<file path="config.mk">
export PLATFORM = sky130hd
export DESIGN_NAME = trsp_led
export DESIGN_NICKNAME = d
export VERILOG_FILES = /design/src/rtl/core/trsp_pkg.sv /design/src/rtl/core/trsp_led.sv
export SDC_FILE = /design/constraint.sdc
export NUM_CORES = 1
export LEC_CHECK = 0
export ABC_AREA = 1
export BUFFER_PORTS_ARGS = -buffer_cell sky130_fd_sc_hd__buf_2
export CAP_MARGIN = 20
export CORE_UTILIZATION = 45
export DETAILED_ROUTE_END_ITERATION = 8
export GPL_TIMING_DRIVEN = 0
export PLACE_DENSITY_LB_ADDON = 0.2
export RECOVER_POWER = 50
export SYNTH_ARGS = -nofsm -noshare
export SYNTH_HDL_FRONTEND = slang
export SYNTH_SLANG_ARGS = --single-unit
</file>
<file path="constraint.sdc">
create_clock -name clk -period 6.73 [get_ports clk]
set_clock_uncertainty 0.15 [all_clocks]
set_input_delay 0.3365 -clock clk [delete_from_list [all_inputs] [get_ports clk]]
set_output_delay 0.3365 -clock clk [all_outputs]
set_load 0.01 [all_outputs]
</file>
<file path="src/rtl/core/trsp_pkg.sv">
package trsp_pkg;

    // Sizes of the frame table
    localparam int MAX_FRAMES_DEF = 1024;
    localparam int TIME_W         = 32;
    localparam int FRAME_CNT_W    = 11;
    localparam int SLOT_W         = 10;

    // Request codes
    localparam logic REQ_LOAD = 1'b0;
    localparam logic REQ_TICK = 1'b1;

    // Register map, word index = paddr[3:2]
    typedef enum logic [1:0] {
        REG_FRAME_COUNT   = 2'd0,
        REG_LOOP_ENABLE   = 2'd1,
        REG_STARTUP_DELAY = 2'd2,
        REG_TICK_MS       = 2'd3
    } reg_idx_t;

    localparam logic [10:0] FRAME_COUNT_RST   = 11'd1;
    localparam logic        LOOP_ENABLE_RST   = 1'b0;
    localparam logic [15:0] STARTUP_DELAY_RST = 16'd2000;
    localparam logic [7:0]  TICK_MS_RST       = 8'd8;

    // Neutral report values
    localparam logic [3:0] HAT_CENTER   = 4'd8;
    localparam logic [7:0] AXIS_NEUTRAL = 8'h80;

    // Parity of clock/500: (clock>>2)/125 == ((clock>>2) * LED_RECIP) >> LED_SHIFT,
    // exact for every 30-bit operand
    localparam logic [30:0] LED_RECIP = 31'd1099511628;
    localparam int          LED_SHIFT = 37;

    typedef struct packed {
        logic [10:0] frame_count;
        logic        loop_enable;
        logic [15:0] startup_delay_ms;
        logic [7:0]  tick_ms;
    } cfg_t;

    typedef struct packed {
        logic [31:0] time_ms;
        logic [15:0] buttons;
        logic [7:0]  hat;
        logic [7:0]  left_x;
        logic [7:0]  left_y;
        logic [7:0]  right_x;
        logic [7:0]  right_y;
    } frame_entry_t;

    typedef struct packed {
        logic [7:0] button_low_byte;
        logic [7:0] button_high_byte;
        logic [3:0] hat_out;
        logic [7:0] left_x_out;
        logic [7:0] left_y_out;
        logic [7:0] right_x_out;
        logic [7:0] right_y_out;
        logic       led_on;
        logic       in_startup;
    } report_t;

    typedef enum logic [2:0] {
        ST_IDLE,
        ST_PREP,
        ST_CHECK_LAST,
        ST_SCAN,
        ST_EMIT
    } seq_state_t;

endpackage

</file>
<file path="src/rtl/core/trsp_led.sv">
module trsp_led
    import trsp_pkg::*;
(
    input  logic        clk,
    input  logic [31:0] clock_ms,
    output logic        led_odd
);

    logic [60:0] prod;
    logic        odd_reg;

    // quotient by 500 via reciprocal; only its low bit is kept
    assign prod = {31'b0, clock_ms[31:2]} * {30'b0, LED_RECIP};

    always_ff @(posedge clk)
    begin
        odd_reg <= prod[LED_SHIFT];
    end

    assign led_odd = odd_reg;

endmodule
</file>
==> results.toml <==
[sta]
rsz0062_at_grt = "false"
tightest_slew_ps = 409
finalCritPeriodShare_pct = 94.8
fin_tns_setup_ps = 0
finalSetupViolCount = 0
finalCriticalPeriod_ps = 6380
finalHoldViolCount = 0
maxSlewViolCount = 0
max_freq_ghz = 0.157
relSlewSlack_pct = 72.7

[die]
ios = 34
coreArea_mm2 = 0.0195
rows = 51
die_h_um = 144
die_area_mm2 = 0.0206
die_x_um = 144
start_util_pct = 46.2

[synth]
synth.area.mux_share_pct = 0
ys_seq_area_share_pct = 0.222
avgSynthCellArea_um2 = 9.98
ys_ff_latch = 1
yosys_warnings = 0
synth_compound_area_share_pct = 1.33
synth-simple-area-share_pct = 5.25
ys_types = 20
synth_top_family_by_area = "adder cells"
syn_inst = 903
syn_nets = 1378
synth_xor_area_share_pct = 0.777
synthAdderAreaFrac_pct = 78.8
syn_area_mm2 = 0.00901

[global_route]
grt_pass1_wl_um = 31700
antenna_found_initial = 0
grt_pass1_vias = 6049
grt_overflow = 0
track_usage_pct = 20.6
grt_max_degree = 12

[routing]
first_pass_iters = 4
vias = 5584
drt-initial-drc-count = 139
ant_nets = 0
wl_per_cell_um = 15.9
vias_per_cell = 4.66
drt_wl_total_um = 19000
drcViolationCount = 0

[setup_path]
cp-end-kind = "flip-flop"
crit_type = "in -> reg"
required_ps = 6470
cpPeakStageDelay_ps = 560
cp.arrival_ps = 6110
crit_top_cell = "fa_1"
slowest_stage = "fa_1"
worst-path-buf-inv = 6
cp-start-kind = "primary input"
cpLargestDelayFamily = "adder cells"
cp_max_fo = 10
crit_chain = "buf_2 > ha_1 > fa_1 > fa_1 > inv_1 > fa_1 > inv_1 > fa_1 > fa_1 > fa_1 > inv_1 > fa_1 > inv_1 > ha_1 > nand2_1 > inv_1 > nand3_1 > nor2_1 > nand3_1 > nor2_1 > and3_1 > nor2_2 > nand3_1 > nand2_1"

[clock_network]
cts_setup_buffers = 0
cts_hold_buf = 0
ctsResizeCount = 0
clkTransAtPathRegs_ps = 0

[final_layout]
diodes = 0
syn2layout_area_growth_pct = 5.39
finalNetCount = 1411
largest_reg_flops = 1
drive_above_1_share_pct = 5.67

[flow_run]
maxCapViolations = 0

[min_path]
hold_start = "led_odd$_DFF_P_"
worst_hold_path.endpoint = "led_odd"
whs_path_depth = 1
hp-class = "reg -> out"

[placed_design]
dp_hpwl_um = 17400
gp_congestion = 0.857
portBuffers = 31

[outcome]
status = "finished, final reports clean"
per-stage QoR:
step / worst slack (ps) / hold slack [ps] / cells / utilization, % / instance area (um2)
2_1_floorplan: 1200 / 491 / 903 / - / 9010
5_1_grt: 85.4 / 607 / 1199 / 48.6 / 9500
4_1_cts: 312 / 587 / 1199 / 48.7 / 9500
6_report: 353 / 574 / 1199 / 48.6 / 9500
3_5_place_dp: 325 / 587 / 1199 / 48.7 / 9500
3_3_place_gp: 344 / 579 / 1199 / 48.7 / 9500
cell families after synthesis:
group                      Yosys count
AOI/OAI and AO/OA                   23
xor gates and xnor gates             8
adders and majority gates          442
DFF                                  1
buffers and inverters              326
and+or+nand+nor                    103
cell type report:
cell class | instances | area (um2)
Multi-Input combinational cell | 576 | 7770
Fill cell | 1897 | 10000
Timing Repair Buffer | 31 | 154
Sequential cell | 1 | 20.0
Inverter | 326 | 1220
Tap cell | 265 | 332
synthesized netlist by cell type (all sizes together):
cell      n  area share [%]
nor2     14            0.64
fa      210              47
and3      1           0.069
nand3b    3            0.25
nand4     3            0.21
or2       1           0.069
xor2      4            0.39
a21oi    17            0.94
o21a      2            0.17
o21ai     4            0.22
inv     326              14
xnor2     4            0.39
nand3    12            0.67
nand2    69             3.3
dfxtp     1            0.22
ha      232              32
routing by layer:
metal / global-route usage [%] / part of all wire [%] / vias to the layer above
met5: 0 / 0 / -
met2: 36.7 / 48 / 61
met4: 1.79 / 0.99 / 0
met3: 0.333 / 2.0 / 14
li1: - / - / 2729
met1: 29.1 / 49 / 2780
worst max path at each step:
stage,startpoint,end,cells past startpoint
floorplan,clock_ms[9],led_odd$_DFF_P_,27
global placement,clock_ms[11],led_odd$_DFF_P_,28
detailed placement,clock_ms[9],led_odd$_DFF_P_,28
CTS,clock_ms[9],led_odd$_DFF_P_,28
global route,clock_ms[9],led_odd$_DFF_P_,28
finish,clock_ms[11],led_odd$_DFF_P_,24
cells in the final DEF (no fill, tap or decap):
cell type  netlist  routed
buf_2            0      30
nand4_1          3       3
nand2_2         14      14
xor2_1           4       4
and3_1           1       1
nand3_1         12      12
nand2_1         54      54
clkbuf_1         0       1
inv_1          320     320
xnor2_1          4       4
nand3b_1         3       3
ha_1           232     232
dfxtp_1          1       1
inv_2            6       6
nand2_4          1       1
o21ai_0          4       4
a21oi_1         17      17
o21a_1           2       2
nor2_2           2       2
fa_1           210     210
nor2_1          12      12
or2_1            1       1
Power is left out: the tool's default activity adds up to more than one toggle a clock period on the data nets, which glitch-free logic cannot reach.
