[src/rtl/core/trsp_pkg.sv]
package trsp_pkg;

    // Sizes of the frame table
    localparam int MAX_FRAMES_DEF = 1024;
    localparam int TIME_W         = 32;
    localparam int FRAME_CNT_W    = 11;
    localparam int SLOT_W         = 10;

    // Request codes
    localparam logic REQ_LOAD = 1'b0;
    localparam logic REQ_TICK = 1'b1;

    // Register map, word index = paddr[3:2]
    typedef enum logic [1:0] {
        REG_FRAME_COUNT   = 2'd0,
        REG_LOOP_ENABLE   = 2'd1,
        REG_STARTUP_DELAY = 2'd2,
        REG_TICK_MS       = 2'd3
    } reg_idx_t;

    localparam logic [10:0] FRAME_COUNT_RST   = 11'd1;
    localparam logic        LOOP_ENABLE_RST   = 1'b0;
    localparam logic [15:0] STARTUP_DELAY_RST = 16'd2000;
    localparam logic [7:0]  TICK_MS_RST       = 8'd8;

    // Neutral report values
    localparam logic [3:0] HAT_CENTER   = 4'd8;
    localparam logic [7:0] AXIS_NEUTRAL = 8'h80;

    // Parity of clock/500: (clock>>2)/125 == ((clock>>2) * LED_RECIP) >> LED_SHIFT,
    // exact for every 30-bit operand
    localparam logic [30:0] LED_RECIP = 31'd1099511628;
    localparam int          LED_SHIFT = 37;

    typedef struct packed {
        logic [10:0] frame_count;
        logic        loop_enable;
        logic [15:0] startup_delay_ms;
        logic [7:0]  tick_ms;
    } cfg_t;

    typedef struct packed {
        logic [31:0] time_ms;
        logic [15:0] buttons;
        logic [7:0]  hat;
        logic [7:0]  left_x;
        logic [7:0]  left_y;
        logic [7:0]  right_x;
        logic [7:0]  right_y;
    } frame_entry_t;

    typedef struct packed {
        logic [7:0] button_low_byte;
        logic [7:0] button_high_byte;
        logic [3:0] hat_out;
        logic [7:0] left_x_out;
        logic [7:0] left_y_out;
        logic [7:0] right_x_out;
        logic [7:0] right_y_out;
        logic       led_on;
        logic       in_startup;
    } report_t;

    typedef enum logic [2:0] {
        ST_IDLE,
        ST_PREP,
        ST_CHECK_LAST,
        ST_SCAN,
        ST_EMIT
    } seq_state_t;

endpackage

[src/rtl/core/trsp_cfg.sv]
module trsp_cfg
    import trsp_pkg::*;
(
    input  logic        clk,
    input  logic        rst_n,
    input  logic        psel,
    input  logic        penable,
    input  logic        pwrite,
    input  logic [3:0]  paddr,
    input  logic [31:0] pwdata,
    output logic [31:0] prdata,
    output logic        pready,
    output cfg_t        cfg
);

    cfg_t     cfg_reg;
    cfg_t     cfg_next;
    reg_idx_t idx;
    logic     wr_en;

    assign pready = 1'b1;
    assign idx    = reg_idx_t'(paddr[3:2]);
    assign wr_en  = psel && penable && pwrite && pready;
    assign cfg    = cfg_reg;

    always_comb
    begin
        cfg_next = cfg_reg;
        if (wr_en)
        begin
            unique case (idx)
                REG_FRAME_COUNT:   cfg_next.frame_count      = pwdata[10:0];
                REG_LOOP_ENABLE:   cfg_next.loop_enable      = pwdata[0];
                REG_STARTUP_DELAY: cfg_next.startup_delay_ms = pwdata[15:0];
                REG_TICK_MS:       cfg_next.tick_ms          = pwdata[7:0];
            endcase
        end
    end

    always_ff @(posedge clk or negedge rst_n)
    begin
        if (!rst_n)
        begin
            cfg_reg.frame_count      <= FRAME_COUNT_RST;
            cfg_reg.loop_enable      <= LOOP_ENABLE_RST;
            cfg_reg.startup_delay_ms <= STARTUP_DELAY_RST;
            cfg_reg.tick_ms          <= TICK_MS_RST;
        end
        else
        begin
            cfg_reg <= cfg_next;
        end
    end

    always_comb
    begin
        unique case (idx)
            REG_FRAME_COUNT:   prdata = {21'b0, cfg_reg.frame_count};
            REG_LOOP_ENABLE:   prdata = {31'b0, cfg_reg.loop_enable};
            REG_STARTUP_DELAY: prdata = {16'b0, cfg_reg.startup_delay_ms};
            REG_TICK_MS:       prdata = {24'b0, cfg_reg.tick_ms};
        endcase
    end

endmodule

[config.mk]
export PLATFORM = sky130hd
export DESIGN_NAME = trsp_cfg
export DESIGN_NICKNAME = d
export VERILOG_FILES = /design/src/rtl/core/trsp_pkg.sv /design/src/rtl/core/trsp_cfg.sv
export SDC_FILE = /design/constraint.sdc
export NUM_CORES = 1
export LEC_CHECK = 0
export ABC_AREA = 1
export BUFFER_PORTS_ARGS = -buffer_cell sky130_fd_sc_hd__buf_2
export CAP_MARGIN = 25
export CORE_UTILIZATION = 39
export DETAILED_ROUTE_END_ITERATION = 6
export PLACE_DENSITY_LB_ADDON = 0.05
export SLEW_MARGIN = 10
export SYNTH_ARGS = -nofsm -noshare
export SYNTH_HDL_FRONTEND = slang
export SYNTH_SLANG_ARGS = --single-unit
[constraint.sdc]
create_clock -name clk -period 1 [get_ports clk]
set_clock_uncertainty 0.1 [all_clocks]
set_input_delay 0.2 -clock clk [delete_from_list [all_inputs] [get_ports clk]]
set_output_delay 0.2 -clock clk [all_outputs]
set_load 0.1 [all_outputs]
==> flow_summary.toml, run 1 <==
[placement]
dp.cells = 407
dp_hpwl_mm = 4.42
pre_cts_slack_ns = -0.431
port_buffers = 74
place_congestion = 0.846

[clock_network]
clock_path_buffers = 2
cts_buffers = 5
cts.sinks = 36
root_buffer = "clkbuf_8"
h-tree-depth = 2

[synthesis]
yosys_warnings = 0
ys_types = 14
avgSynthCellArea_sq_um = 7.45
syn_inst = 241
yosysSeqAreaShare = 0.507
ys_seq_elements = 36
synth_area_sq_um = 1800

[run_status]
failing_step = "global routing"
status = "did not finish"
stop_error = "[ERROR DPL-0038] Utilization greater than 100%, impossible to legalize"

[floorplan]
fp.dieW_microns = 69.9
io_pins = 110
rows = 24
die_h_microns = 69.9
start_util = 0.410

[grt]
grt_max_degree = 29

[timing]
worstEndpointType = "output port"
postGrtWorstEndpoint = "prdata[0]"
## kinds of logic after synthesis
kind of cell / count (synthesis) / synth area share
buffers and inverters: 33 / 0.114
DFF: 36 / 0.507
other: 2 / 0.00418
and+or+nand+nor: 170 / 0.375
## Yosys cell counts
library cell | number | area share
nand2_1 | 144 | 0.30
buf_2 | 4 | 0.011
nand2_2 | 1 | 0.0035
dfstp_2 | 8 | 0.12
nand2_4 | 1 | 0.0063
nand4_1 | 1 | 0.0035
conb_1 | 2 | 0.0042
inv_1 | 10 | 0.021
nor2_1 | 10 | 0.021
dfrtp_1 | 28 | 0.39
buf_6 | 1 | 0.0063
nor2_4 | 1 | 0.0063
nand3_1 | 12 | 0.033
buf_4 | 18 | 0.075
## per-stage QoR
stage               setup TNS, ns  instance area [sq um]   util
detailed placement         -21.15                   3740  0.854
global placement           -18.64                   3740  0.854
CTS                        -21.65                   4190  0.955
floorplan                   -8.33                   2300      -
## repair_timing
action,in CTS
pin swaps,23
hold buffers,2
gates cloned,1
endpoints found under the hold margin,31
buffers inserted,15
resized for setup,65
setup endpoints to repair,79
==> run 2, diff against run 1 <==
--- a/config.mk
+++ b/config.mk
@@ -8,9 +8,9 @@
 export ABC_AREA = 1
 export BUFFER_PORTS_ARGS = -buffer_cell sky130_fd_sc_hd__buf_2
 export CAP_MARGIN = 25
-export CORE_UTILIZATION = 39
+export CORE_UTILIZATION = 40
 export DETAILED_ROUTE_END_ITERATION = 6
-export PLACE_DENSITY_LB_ADDON = 0.05
+export PLACE_DENSITY_LB_ADDON = 0.15
 export SLEW_MARGIN = 10
 export SYNTH_ARGS = -nofsm -noshare
 export SYNTH_HDL_FRONTEND = slang
==> constraint.sdc (replaced) <==
create_clock -name clk -period 1.3 [get_ports clk]
set_clock_uncertainty 0.1 [all_clocks]
set_input_delay 0.26 -clock clk [delete_from_list [all_inputs] [get_ports clk]]
set_output_delay 0.26 -clock clk [all_outputs]
set_load 0.1 [all_outputs]
==> flow_summary.toml, run 2 <==
[layout]
area_delta_synth_final_pct = 118
diodes = 0
final_common_cell = "nand2_1"
largest_reg_flops = 36
stdcell_count = 408
final_nets = 399
layout_common_cells = "nand2_1, buf_12, dfrtp_4, buf_4, buf_2"
layout-drive-gt1-share = 0.561
fin_util = 0.946

[grt]
grtUsageTotal = 0.349
antenna_found_initial = 0
grt-ovfl-total = 0
grt_pass1_vias = 2153
grt_max_degree = 37
grt_pass1_wl_mm = 11.3

[power_and_ir_drop]
power.share.sequential = 0.252
leakage_nw = 1.97
combPwrFrac = 0.640
p_int_w = 0.00360
power.density_nw_per_um2 = 1920
p_sw_w = 0.00394
pwr-share-clk = 0.109
ir_drop_v = 0.00153
switching_share = 0.523

[placement]
dp.cells = 379
port_buffers = 74
dp_hpwl_mm = 4.47
place_congestion = 0.793

[clock_network]
clock_path_buffers = 2
h-tree-depth = 2
cts.sinks = 36
cts_tree = "done"
root_buffer = "clkbuf_8"
cts_buffers = 5
clk_pin_slew_ns = 0.07
insertion_delay_ns = 0.30

[timing]
hold_viol = 0
setup_viol = 52
timing.final.ws_setup_ns = -0.330
rsz0062_at_grt = "true"
period_needed_ns = 1.63
fmax_mhz = 613
fin_crit_sh = 1.25
slew_violations = 0

[worst_setup_path]
cp-endpoint = "prdata[0]"
cp.required_ns = 0.94
cp.buffers_inverters = 1
crit_chain = "nand2_2 > nand4_1 > buf_12"
critical_path_depth = 3
crit_arrival_ns = 1.27
end_kind = "primary output"
critPathKind = "flop to primary output"
r2r_cells = 4
crit_fanout = 2
critical_path.top_delay_family = "flip-flops"
timing.rr.start = "cfg[2]"
critPathMaxStageDelay_ns = 0.62
setup.worst_path.start = "cfg[25]"
r2r_slack_ns = 0.11
critPathLaunchType = "flop"
crit_slowest_cell = "dfstp_4"
r2r-end = "cfg[2]"

[route]
highest_layer = "met4"
num_vias = 2293
routed_wl_mm = 8.78
wl_met1_mm = 2.91
drt-vias-per-instance = 5.62
wl_met3_microns = 836
routed-wl-met2_mm = 4.61
drc = 0
firstDrtPassIters = 5
drt_iter0_drc = 336
wire_per_inst_microns = 21.5
drtAntennaViolNets = 0

[synthesis]
syn_inst = 241
yosysMostFrequentCell = "nand2_1"
yosysTopAreaCell = "dfrtp_1"
yosysSeqAreaShare = 0.507
synth_area_sq_um = 1800
avgSynthCellArea_sq_um = 7.45
synth_top_area_share = 0.390
synth-edff-count = 0
ys_types = 14
synth-async-reset-ratio = 1.00
ys_top_cells_by_area = "dfrtp_1, nand2_1, dfstp_2"
synth_common_cells = "nand2_1, dfrtp_1, buf_4"
ys_seq_elements = 36
yosys_warnings = 0
ys.flop_type = "dfrtp_1"

[floorplan]
io_pins = 110
fp.dieArea_sq_um = 4760
die_h_microns = 69.0
fp.dieW_microns = 69.0
coreArea_sq_um = 4140
start_util = 0.433
rows = 23

[worst_hold_path]
hold_path.class = "input port to flop"

[run_status]
violations = "setup timing"
status = "finished with violations"

[run]
cap_violations = 0
## run 2: cell counts after synthesis
Identical to the previous run, type by type.
## run 2: cell type report
type                    instances  area [sq um]
clock buffers                   6          82.6
repair buffers                118          1640
flip-flops and latches         36          1040
inverters                      10          56.3
clock inverters                 1          3.75
well taps                      50          62.6
fillers                       105           225
multi-input cells             187          1040
## run 2: worst min-delay path by stage
stage / start / cells after the start / to / slack (ns)
4_1_cts: pwdata[12] / 3 / cfg[20] / 0.07
6_report: pwdata[14] / 3 / cfg[22] / 0.08
5_1_grt: pwdata[12] / 3 / cfg[20] / 0.08
3_5_place_dp: rst_n / 2 / cfg[8] / 0.14
2_1_floorplan: rst_n / 0 / cfg[11] / -0.14
3_3_place_gp: rst_n / 2 / cfg[24] / 0.14
## run 2: what timing repair did
| action | CTS | global route |
|---|---|---|
| hold endpoints to repair | 28 | 0 |
| pin swaps | 16 | 2 |
| hold buffers | 1 | 0 |
| setup buffers | 15 | 6 |
| resized for setup | 33 | 4 |
| setup endpoints to repair | 50 | 52 |
## run 2: metal layers
layer  vias to the layer above  track usage
met3                        50       0.0559
met2                       217        0.635
li1                        927            -
met4                         0        0.186
met1                      1099        0.385
met5                         -            0
## run 2: power by group through the flow
| stage | clock network, W | registers [W] | logic, W |
|---|---|---|---|
| after CTS | 0.000811 | 0.00185 | 0.00469 |
| after global routing | 0.000853 | 0.00191 | 0.00492 |
| after detailed placement | 0 | 0.00189 | 0.00437 |
| after floorplan | 0 | 0.00348 | 0.00116 |
| after global placement | 0 | 0.00188 | 0.00432 |
| final | 0.000820 | 0.00190 | 0.00482 |
## run 2: worst register-to-register path, delay by kind of cell (launching register included)
kind          cells  cell delay [ns]
flops             1             0.51
buf+inv           2             0.25
simple gates      2             0.20
## run 2: kinds of logic after synthesis
| family | share of synthesized area |
|---|---|
| and+or+nand+nor | 0.375 |
| DFF | 0.507 |
| buffers and inverters | 0.114 |
| other | 0.00418 |
## run 2: stage by stage
stage               hold WS, ns  power (W)  worst slack (ns)  area (sq um)  TNS, ns
CTS                      0.0692    0.00735            -0.334          3850    -7.52
finish                   0.0768    0.00754            -0.330          3920    -8.07
global placement          0.136    0.00619            -0.262          3510    -6.55
global route             0.0780    0.00769            -0.360          3920    -8.87
floorplan                -0.136    0.00464            -0.702          2260    -3.69
detailed placement        0.137    0.00627            -0.315          3510    -8.13
(Power assumes the default switching activity.)
==> run 3, diff against run 2 <==
--- a/config.mk
+++ b/config.mk
@@ -6,10 +6,10 @@
 export NUM_CORES = 1
 export LEC_CHECK = 0
 export ABC_AREA = 1
-export BUFFER_PORTS_ARGS = -buffer_cell sky130_fd_sc_hd__buf_2
 export CAP_MARGIN = 25
-export CORE_UTILIZATION = 40
+export CORE_UTILIZATION = 25
 export DETAILED_ROUTE_END_ITERATION = 6
+export DONT_BUFFER_PORTS = 1
 export PLACE_DENSITY_LB_ADDON = 0.15
 export SLEW_MARGIN = 10
 export SYNTH_ARGS = -nofsm -noshare
==> flow_summary.toml, run 3 (synthesis results as in run 2) <==
[run_status]
status = "finished with violations"
violations = "setup timing"

[layout]
layout-drive-gt1-share = 0.458
layout_common_cells = "nand2_1, buf_12, dfrtp_4, buf_4"
largest_reg_flops = 36
final_nets = 365
final_common_cell = "nand2_1"
area_delta_synth_final_pct = 96.7
fin_area_sq_um = 3530
diodes = 0

[grt]
grtUsageTotal = 0.169
grt_pass1_vias = 1819
grt-ovfl-total = 0
antenna_found_initial = 0
grt_max_degree = 37
grt_pass1_wl_mm = 9.25

[route]
drc = 0
drtAntennaViolNets = 0
num_vias = 1708
wire_per_inst_microns = 13.6
drt-vias-per-instance = 4.06
firstDrtPassIters = 4
drt_iter0_drc = 97
routed_wl_mm = 5.71

[floorplan]
die_h_microns = 86.7
io_pins = 110
coreArea_sq_um = 6870
start_util = 0.261
fp.dieArea_sq_um = 7520
fp.dieW_microns = 86.7
rows = 30

[clock_network]
clk_pin_slew_ns = 0.08
clock_path_buffers = 2
cts_buffers = 5
cts_tree = "done"
h-tree-depth = 2
root_buffer = "clkbuf_8"
cts.sinks = 36
insertion_delay_ns = 0.30

[worst_setup_path]
r2r_slack_ns = 0.12
timing.rr.start = "cfg[25]"
critPathKind = "flop to primary output"
critPathLaunchType = "flop"
cp.required_ns = 0.94
end_kind = "primary output"
crit_chain = "nand2_2 > nand4_1 > buf_12"
crit_arrival_ns = 1.27
r2r-end = "cfg[25]"
r2r_cells = 4
critPathMaxStageDelay_ns = 0.63
crit_slowest_cell = "dfstp_4"
crit_fanout = 2

[placement]
place_area_sq_um = 2860
pre_cts_slack_ns = -0.111
dp_hpwl_mm = 3.99
port_buffers = 0
place_congestion = 0.739

[power_and_ir_drop]
power.density_nw_per_um2 = 1940
leakage_nw = 1.69
total_power_w = 0.00685
ir_drop_v = 0.000837

[timing]
hold_ws_ns = 0.0577
rsz0062_at_grt = "true"
fin_setup_tns_ns = -5.91
slew_violations = 0
timing.final.ws_setup_ns = -0.330
fin_crit_sh = 1.25
setup_viol = 50
period_needed_ns = 1.63
fmax_mhz = 614
hold_viol = 0

[run]
cap_violations = 0

[worst_hold_path]
hold_path.class = "input port to flop"
hold_path_startpoint = "paddr[3]"
hold-path-endpoint = "cfg[24]"
min_path_cells = 3
run 3: cell count changes in the layout (fill, tap and decap cells not counted), moves of 2 or more:
cell	change
buf_12	-16
buf_2	-20
buf_4	-2
buf_6	-11
dlygate4sd3_1	+16
inv_2	+2
nand2_1	+2
nand2_2	+2
nand2_4	-4
run 3: stage by stage:
| stage | std cells | util |
|---|---|---|
| finish | 421 | 0.514 |
| global route | 421 | 0.514 |
| CTS | 420 | 0.512 |
| detailed placement | 393 | 0.417 |
| global placement | 393 | 0.417 |
| floorplan | 256 | - |
run 3: metal layers:
layer | track usage | part of all wire | up-vias
li1 | - | - | 862
met2 | 0.290 | 0.49 | 58
met3 | 0.0495 | 0.070 | 8
met1 | 0.196 | 0.42 | 780
met5 | 0 | 0 | -
met4 | 0.0727 | 0.018 | 0
run 3: area by class of cell:
cell class | instances | area (sq um)
Clock inverter | 1 | 7.51
Sequential cell | 36 | 1040
Multi-Input combinational cell | 187 | 1010
Fill cell | 629 | 3340
Timing Repair Buffer | 84 | 1220
Tap cell | 96 | 120
Clock buffer | 7 | 86.3
Inverter | 10 | 46.3
run 3: report_power, final:
group          internal, W  switching, W  leakage (nW)
sequential         0.00153      0.000285         0.408
clock             0.000431      0.000440        0.0445
combinational      0.00123       0.00293          1.24
run 3: worst max-delay path, delay by kind of cell, from the launching register on:
kind / cells / cell delay [ns]
buffers and inverters: 1 / 0.19
DFF: 1 / 0.63
and+or+nand+nor: 2 / 0.15
run 3: timing repair:
item | in CTS | in global routing
buffers inserted | 1 | 1
hold endpoints to repair | 72 | 0
pin swaps | 9 | 2
hold buffers | 18 | 0
setup endpoints to repair | 52 | 50
gates resized for setup | 90 | 2
run 3: worst max path at each step:
stage / from / to / depth (start not counted)
floorplan: cfg[25] / prdata[0] / 2
global placement: paddr[2] / prdata[9] / 5
detailed placement: paddr[2] / cfg[11] / 6
CTS: cfg[25] / prdata[0] / 3
global route: cfg[25] / prdata[0] / 3
finish: cfg[25] / prdata[0] / 3
==> run 4, diff against run 3 <==
--- a/config.mk
+++ b/config.mk
@@ -7,6 +7,8 @@
 export LEC_CHECK = 0
 export ABC_AREA = 1
 export CAP_MARGIN = 25
+export CELL_PAD_IN_SITES_DETAIL_PLACEMENT = 0
+export CELL_PAD_IN_SITES_GLOBAL_PLACEMENT = 1
 export CORE_UTILIZATION = 25
 export DETAILED_ROUTE_END_ITERATION = 6
 export DONT_BUFFER_PORTS = 1
==> flow_summary.toml, run 4 (synthesis results as in run 2) <==
[floorplan]
io_pins = 110
die_h_microns = 86.7
rows = 30
coreArea_sq_um = 6870
fp.dieW_microns = 86.7
fp.dieArea_sq_um = 7520
start_util = 0.261

[worst_setup_path]
critPathMaxStageDelay_ns = 0.62
cp.required_ns = 0.94
cp.buffers_inverters = 1
crit_slowest_cell = "dfstp_4"
critPathLaunchType = "flop"
crit_fanout = 2
end_kind = "primary output"
critical_path.top_delay_family = "flip-flops"
critPathKind = "flop to primary output"
critical_path_depth = 3
crit_chain = "nand2_2 > nand4_1 > buf_12"
crit_arrival_ns = 1.25
r2r_cells = 4

[clock_network]
root_buffer = "clkbuf_8"
cts_buffers = 5
cts.sinks = 36
insertion_delay_ns = 0.28
cts_tree = "done"
clk_pin_slew_ns = 0.07
clock_path_buffers = 2
h-tree-depth = 2

[grt]
grtUsageTotal = 0.166
grt_max_degree = 37
grt-ovfl-total = 0
antenna_found_initial = 0
busiest_layer = "met2"
use_met1 = 0.189
grt_pass1_wl_mm = 9.23
grtUsageMet2 = 0.299
grt_pass1_vias = 1866
grt_use_met3 = 0.0400

[timing]
hold_viol = 0
fin_setup_tns_ns = -5.55
slew_violations = 0
setup_viol = 50
fmax_mhz = 619
fin_crit_sh = 1.24
timing.final.ws_setup_ns = -0.315
rsz0062_at_grt = "true"
period_needed_ns = 1.61

[route]
drt_iter0_drc = 62
drt-vias-per-instance = 4.22
firstDrtPassIters = 4
num_vias = 1778
drtAntennaViolNets = 0
drc = 0
routed_wl_mm = 5.75
wire_per_inst_microns = 13.7

[layout]
area_delta_synth_final_pct = 99.2
stdcell_count = 421
diodes = 0
final_common_cell = "nand2_1"
largest_reg_flops = 36
layout_common_cells = "nand2_1, buf_12, dfrtp_4"
fin_util = 0.521
layout-drive-gt1-share = 0.455
final_nets = 365

[run]
cap_violations = 0

[power_and_ir_drop]
leakage_nw = 1.72
ir_drop_v = 0.000647
power.density_nw_per_um2 = 1910

[placement]
port_buffers = 0
place_congestion = 0.732
dp.cells = 390
dp_hpwl_mm = 4.15
pre_cts_slack_ns = -0.0637

[run_status]
violations = "setup timing"
status = "finished with violations"

[worst_hold_path]
hold_path.class = "input port to flop"
min_path_cells = 2
==> run 4: cell types whose count changed in the layout (fill, tap and decap cells not counted) <==
cell,before,now
buf_12,43,46
clkinvlp_4,2,1
inv_4,2,4
inv_2,4,2
nand2_2,5,3
buf_6,3,4
nand2_4,10,12
clkbuf_8,6,5
clkinv_2,0,1
clkbuf_1,1,2
buf_4,21,17
==> run 4: worst paths after layout <==
kind,from,endpoint,slack (ns)
setup / recovery,cfg[25],prdata[0],-0.31
setup reg to reg,cfg[25],cfg[25],0.12
min in group asynchronous,rst_n,cfg[28],0.32
max in group asynchronous,rst_n,cfg[16],0.51
hold / removal,pwdata[0],cfg[24],0.02
hold reg to reg,cfg[8],cfg[8],0.64
==> run 4: area by class of cell <==
cell class,count,area [sq um]
Multi-Input combinational cell,187,1020
Clock inverter,1,5.00
Timing Repair Buffer,84,1260
Sequential cell,36,1040
Fill cell,636,3290
Clock buffer,7,76.3
Inverter,10,51.3
Tap cell,96,120
==> run 4: timing repair <==
| item | CTS | global route |
|---|---|---|
| setup buffers | 1 | 4 |
| endpoints found under the hold margin | 71 | 0 |
| resized for setup | 92 | 8 |
| setup endpoints to repair | 52 | 51 |
| pin swaps | 12 | 1 |
| hold buffers | 18 | 0 |
==> run 4: per-stage QoR <==
stage	hold WS (ns)	cell area, sq um	total power [W]
detailed placement	-0.134	2860	0.00533
floorplan	-0.136	2260	0.00464
global placement	-0.134	2860	0.00530
global route	0.0112	3580	0.00709
CTS	0.0104	3520	0.00682
finish	0.0187	3580	0.00684
==> run 4: metal layers <==
| layer | up-vias | share of wire |
|---|---|---|
| li1 | 872 | - |
| met2 | 68 | 0.51 |
| met4 | 0 | 0.015 |
| met1 | 831 | 0.41 |
| met3 | 7 | 0.062 |
| met5 | - | 0 |
==> run 4: power by group <==
part / total (W) / internal, W / switching (W)
registers: 0.00182 / 0.00153 / 0.000290
clock network: 0.000780 / 0.000377 / 0.000404
logic: 0.00423 / 0.00128 / 0.00296
total: 0.00684 / 0.00319 / 0.00365
